===== src/rtl/markov_word_graph_engine_macros.svh =====
// Assertion macros used by the word graph engine RTL.
`ifndef MARKOV_WORD_GRAPH_ENGINE_MACROS_SVH
`define MARKOV_WORD_GRAPH_ENGINE_MACROS_SVH

// Checks that a condition holds at every clock edge outside reset.
`define MWG_ASSERT(label, expr, msg) \
	label: assert property (@(posedge clk) disable iff (!arst_n) (expr)) else $error(msg);

// Checks that a condition in one cycle leads to another in the next cycle.
`define MWG_ASSERT_NEXT(label, ante, cons, msg) \
	label: assert property (@(posedge clk) disable iff (!arst_n) (ante) |=> (cons)) else $error(msg);

`endif


===== src/rtl/mwg_pkg.sv =====
// Package with codes, widths and defaults of the word graph engine.
`timescale 1ns / 1ps
`default_nettype none
package mwg_pkg;
	localparam int NODE_CAPACITY_DEF = 1024;
	localparam int SUCC_CAPACITY_DEF = 64;
	localparam int HASH_WIDTH_DEF    = 32;
	localparam int HASH_SEED         = 7890;
	localparam int ACTION_W          = 2;
	localparam int BYTE_W            = 8;
	localparam int RAND_W            = 31;
	localparam int NODE_IDX_W        = 10;
	localparam int STATUS_W          = 3;
	localparam int MOD_CNT_W         = $clog2(RAND_W + 1);

	typedef enum logic [ACTION_W-1:0] {
		ACT_BYTE  = 2'd0,
		ACT_LEARN = 2'd1,
		ACT_SEED  = 2'd2,
		ACT_WALK  = 2'd3
	} action_t;

	typedef enum logic [STATUS_W-1:0] {
		ST_FOUND   = 3'd0,
		ST_CREATED = 3'd1,
		ST_FULL    = 3'd2,
		ST_EMITTED = 3'd3,
		ST_JUMPED  = 3'd4,
		ST_EMPTY   = 3'd5
	} status_t;
endpackage
`default_nettype wire


===== src/rtl/mwg_mod_unit.sv =====
// Bit-serial restoring remainder unit, one quotient bit per cycle.
`timescale 1ns / 1ps
`default_nettype none
module mwg_mod_unit #(
	parameter int DW = 11
) (
	input  wire logic                          clk,
	input  wire logic                          arst_n,
	input  wire logic                          start,
	input  wire logic [mwg_pkg::RAND_W-1:0]    dividend,
	input  wire logic [DW-1:0]                 divisor,
	output logic                               done,
	output logic [DW-1:0]                      remainder
);
	localparam int RW = mwg_pkg::RAND_W;
	localparam int CNW = mwg_pkg::MOD_CNT_W;

	logic [DW-1:0]  rem_q;
	logic [DW-1:0]  div_q;
	logic [RW-1:0]  dvd_q;
	logic [CNW-1:0] cnt_q;
	logic           run_q;
	logic           done_q;
	logic [DW:0]    trial;
	logic [DW:0]    diff;
	logic           fits;

	// Shift in the next dividend bit and try to subtract the divisor.
	always_comb begin
		trial = {rem_q, dvd_q[RW-1]};
		diff  = trial - {1'b0, div_q};
		fits  = trial >= {1'b0, div_q};
	end

	// One restoring step per cycle for every dividend bit.
	always_ff @(posedge clk or negedge arst_n) begin
		if (!arst_n) begin
			rem_q  <= '0;
			div_q  <= '0;
			dvd_q  <= '0;
			cnt_q  <= '0;
			run_q  <= 1'b0;
			done_q <= 1'b0;
		end else if (start) begin
			rem_q  <= '0;
			div_q  <= divisor;
			dvd_q  <= dividend;
			cnt_q  <= CNW'(RW);
			run_q  <= 1'b1;
			done_q <= 1'b0;
		end else if (run_q) begin
			rem_q <= fits ? diff[DW-1:0] : trial[DW-1:0];
			dvd_q <= {dvd_q[RW-2:0], 1'b0};
			cnt_q <= cnt_q - CNW'(1);
			if (cnt_q == CNW'(1)) begin
				run_q  <= 1'b0;
				done_q <= 1'b1;
			end
		end else begin
			done_q <= 1'b0;
		end
	end

	assign done      = done_q;
	assign remainder = rem_q;
endmodule
`default_nettype wire


===== config.mk =====
export PLATFORM = sky130hd
export DESIGN_NAME = mwg_mod_unit
export DESIGN_NICKNAME = d
export VERILOG_FILES = /design/src/rtl/markov_word_graph_engine_macros.svh /design/src/rtl/mwg_pkg.sv /design/src/rtl/mwg_mod_unit.sv
export SDC_FILE = /design/constraint.sdc
export NUM_CORES = 1
export LEC_CHECK = 0
export BUFFER_PORTS_ARGS = -buffer_cell sky130_fd_sc_hd__buf_2
export CAP_MARGIN = 20
export CORE_AREA = 2 2 93 72
export CTS_CLUSTER_DIAMETER = 40
export DETAILED_ROUTE_END_ITERATION = 6
export DIE_AREA = 0 0 95 74
export GPL_ROUTABILITY_DRIVEN = 0
export GPL_TIMING_DRIVEN = 1
export PLACE_DENSITY = 0.77
export SLEW_MARGIN = 40
export SYNTH_ARGS = -nofsm -noshare
export SYNTH_HDL_FRONTEND = slang
export SYNTH_SLANG_ARGS = --single-unit
export TNS_END_PERCENT = 10

===== constraint.sdc =====
create_clock -name clk -period 2.5 [get_ports clk]
set_input_delay 0.125 -clock clk [delete_from_list [all_inputs] [get_ports clk]]
set_output_delay 0.125 -clock clk [all_outputs]
set_load 0.05 [all_outputs]

==> flow_summary_export.csv <==
group,metric,value,unit
timing,hold_viol,0,
clocking,cts_buffer_depth,2,
detailed_routing,drt-total-wl,7188,um
clocking,cts-buffers-inserted,9,
layout,seq_area,1503,um2
logic_synthesis,yosysWarningCount,0,
detailed_routing,avgViaCountPerCell,5.330,
clocking,cts_root_buf,"clkbuf_8",
die,design.die.area,7030,um2
layout,nets,485,
clocking,cts_tree,"done",
run_status,status,"complete, no violations",
logic_synthesis,synth_top_area_frac,0.4582,
logic_synthesis,syn-cell-area,3277,um2
layout,n_fill_cell,479,
timing,finalCritPeriodShare,0.9268,
placement,detailed_place_hpwl,4768,um
timing,setup_viol,0,
layout,multi_input_area,1610,um2
power,p_leak,0.002146,uW
logic_synthesis,syn_avg_cell_area,9.638,um2
logic_synthesis,synth_enable_flop_cells,0,
die,chipHeight,74,um
logic_synthesis,synth.net_count,399,
detailed_routing,ant_nets,0,
clocking,clkTransAtPathRegs,0.06,ns
logic_synthesis,ys_top_cells_by_area,"dfrtp_1, mux2i_1, nand2_1",
hold_path,worstHoldPathType,"in -> reg",
timing,tns,0,ns
flow_run,maxCapViolCount,0,
power,ir_drop,0.4500,mV
logic_synthesis,async_reset_ff_frac,1.000,
timing,rsz0062_at_grt,"no",
timing,drv_slew,0,
detailed_routing,dr.pass1.iters,4,
timing,period_needed,2.317,ns
logic_synthesis,synth_cell_type_count,48,
die,std_cell_rows,25,
timing,fin_worst_skew,0.005353,ns
logic_synthesis,synthCells,340,
logic_synthesis,synthFlopType,"dfrtp_1",
die,die_w,95,um
clocking,clkSinkCount,60,
logic_synthesis,synth_largest_area_cell,"dfrtp_1",
detailed_routing,drc,0,
power,total_power,3335,uW
timing,fin_worst_hold_slack,0.006644,ns
layout,insertedDiodeCount,0,
placement,portBuffers,56,
clocking,htreeDepth,3,
grt,antenna_found_initial,0,
grt,grt_usage,0.2193,
detailed_routing,avgRoutedWirePerCell,14.04,um
worst_setup_path,required,2.75,ns
grt,grt_pass1_vias,2601,
timing,tightest_slew,0.8269,ns
clocking,clock_latency,0.34,ns
power,p_per_area,808.4,nW/um2
worst_setup_path,crit_type,"reg -> reg",
worst_setup_path,cp-end-kind,"flip-flop",
logic_synthesis,ys_seq_area_frac,0.4582,
die,start_util,0.5318,
detailed_routing,vias,2729,
worst_setup_path,cp_max_fo,8,
die,boundaryPins,57,
die,core,6162,um2
layout,layout-drive-gt1-share,0.2065,
worst_setup_path,critPathLaunchType,"flip-flop",
grt,grt_pass1_wl,11720,um
timing,relSlewSlack,0.4487,
detailed_routing,drt_iter0_drc,141,
worst_setup_path,worstPathArrival,2.57,ns
logic_synthesis,synth-seq-cells,60,
timing,max_freq,431.6,MHz
grt,grt_max_degree,61,
layout,syn2layout_area_growth,25.89,%
grt,grt.overflow.total,0,
[layer usage]
| layer | wire length (um) | vias to the layer above | part of all wire | GRT usage |
|---|---|---|---|---|
| met2 | 3321 | 73 | 0.46 | 0.3459 |
| met1 | 3311 | 1284 | 0.46 | 0.2903 |
| li1 | - | 1359 | - | - |
| met5 | 0 | - | 0 | 0 |
| met4 | 123 | 0 | 0.017 | 0.07729 |
| met3 | 431 | 13 | 0.060 | 0.06890 |
[sequential cells by signal, summed over array words and instances, names as in the netlist]
name / cells
remainder: 11
done: 1
cnt_q: 5
div_q: 11
run_q: 1
dvd_q: 31
[cells in the final DEF (no fill, tap or decap), types with 8 or more instances in the layout]
cell type / n
dfrtp_1: 59
clkbuf_8: 9
buf_4: 8
nand3_1: 8
nor2_1: 13
buf_2: 56
dlygate4sd3_1: 30
mux2i_1: 37
ha_1: 13
o21ai_0: 41
nand2_1: 57
inv_1: 19
o21ai_1: 8
a211oi_1: 8
[kinds of logic (layout without fill, tap and decap cells)]
family                   count (synthesis)  count (layout)  synth area share
XOR/XNOR                                 9               9           0.02406
multiplexers                            39              39            0.1199
adder cells (fa/ha/maj)                 14              14           0.05575
AND/OR/NAND/NOR                         94              94            0.1294
buffers and inverters                   40             131           0.05040
AO/OA/AOI/OAI                           84              84            0.1623
flip-flops                              60              60            0.4582
[area by class of cell]
type / count / area share
Multi-Input combinational cell: 240 / 0.3904
Timing Repair Buffer: 95 / 0.1580
Clock buffer: 11 / 0.03185
Inverter: 20 / 0.01820
Tap cell: 81 / 0.02457
Sequential cell: 60 / 0.3643
Clock inverter: 5 / 0.01274
[worst max-delay path: stages, from the launching register on]
cell and delay, ns:
dfrtp_1 0.37, inv_1 0.07, ha_1 0.15, inv_1 0.05, fa_1 0.39, nand3_1 0.17, a311oi_2 0.12, nor2_2 0.20
o21ai_4 0.14, mux2_1 0.33, a211oi_1 0.24
[worst paths after layout]
path | slack [ns] | depth (start not counted) | to | start
max in group asynchronous | 1.70 | 3 | run_q$_DFF_PN0_ | arst_n
min reg2reg | 0.53 | 2 | div_q[10]$_DFFE_PN0P_ | div_q[10]$_DFFE_PN0P_
min | 0.007 | 3 | dvd_q[17]$_DFFE_PN0P_ | dividend[17]
max reg2reg | 0.18 | 10 | remainder[0]$_DFFE_PN0P_ | dvd_q[30]$_DFFE_PN0P_
min in group asynchronous | 0.38 | 3 | div_q[9]$_DFFE_PN0P_ | arst_n
max | 0.18 | 10 | remainder[0]$_DFFE_PN0P_ | dvd_q[30]$_DFFE_PN0P_
[through the flow]
stage	cell area (um2)	util	std cells	setup WS, ns
4_1_cts	4091	0.6640	508	0.1065
5_1_grt	4125	0.6694	512	0.01417
2_1_floorplan	3277	-	340	0.1630
3_3_place_gp	3607	0.5854	462	0.1859
3_5_place_dp	3607	0.5854	462	0.1222
6_report	4125	0.6694	512	0.1830
[Yosys cell counts (2+ instances only)]
cell / number
nor3_1: 2
nand2_1: 57
nand3_1: 8
buf_2: 3
o21ai_1: 8
a311oi_1: 2
mux2i_1: 37
a41o_1: 2
buf_1: 2
nand4_1: 2
a211oi_1: 8
nor2_1: 13
o21ai_0: 41
o32ai_1: 3
nand2b_1: 5
a21oi_1: 6
inv_1: 19
xor2_1: 2
ha_1: 13
dfrtp_1: 60
xnor2_1: 7
clkbuf_1: 14
[timing repair]
| item | CTS | global route |
|---|---|---|
| hold buffers | 30 | 0 |
| gates resized for setup | 0 | 0 |
| buffers inserted | 0 | 4 |
| hold endpoints to repair | 89 | 0 |
| setup endpoints to repair | 0 | 1 |
[where the power goes]
part	internal (uW)	total (uW)	leakage (uW)	switching, uW
Sequential	1090	1180	0.000727	95.1
Clock	455	828	0.0000931	373
Combinational	541	1320	0.00133	783
Total	2080	3330	0.00215	1250
Power figures use the tool's default switching activity.
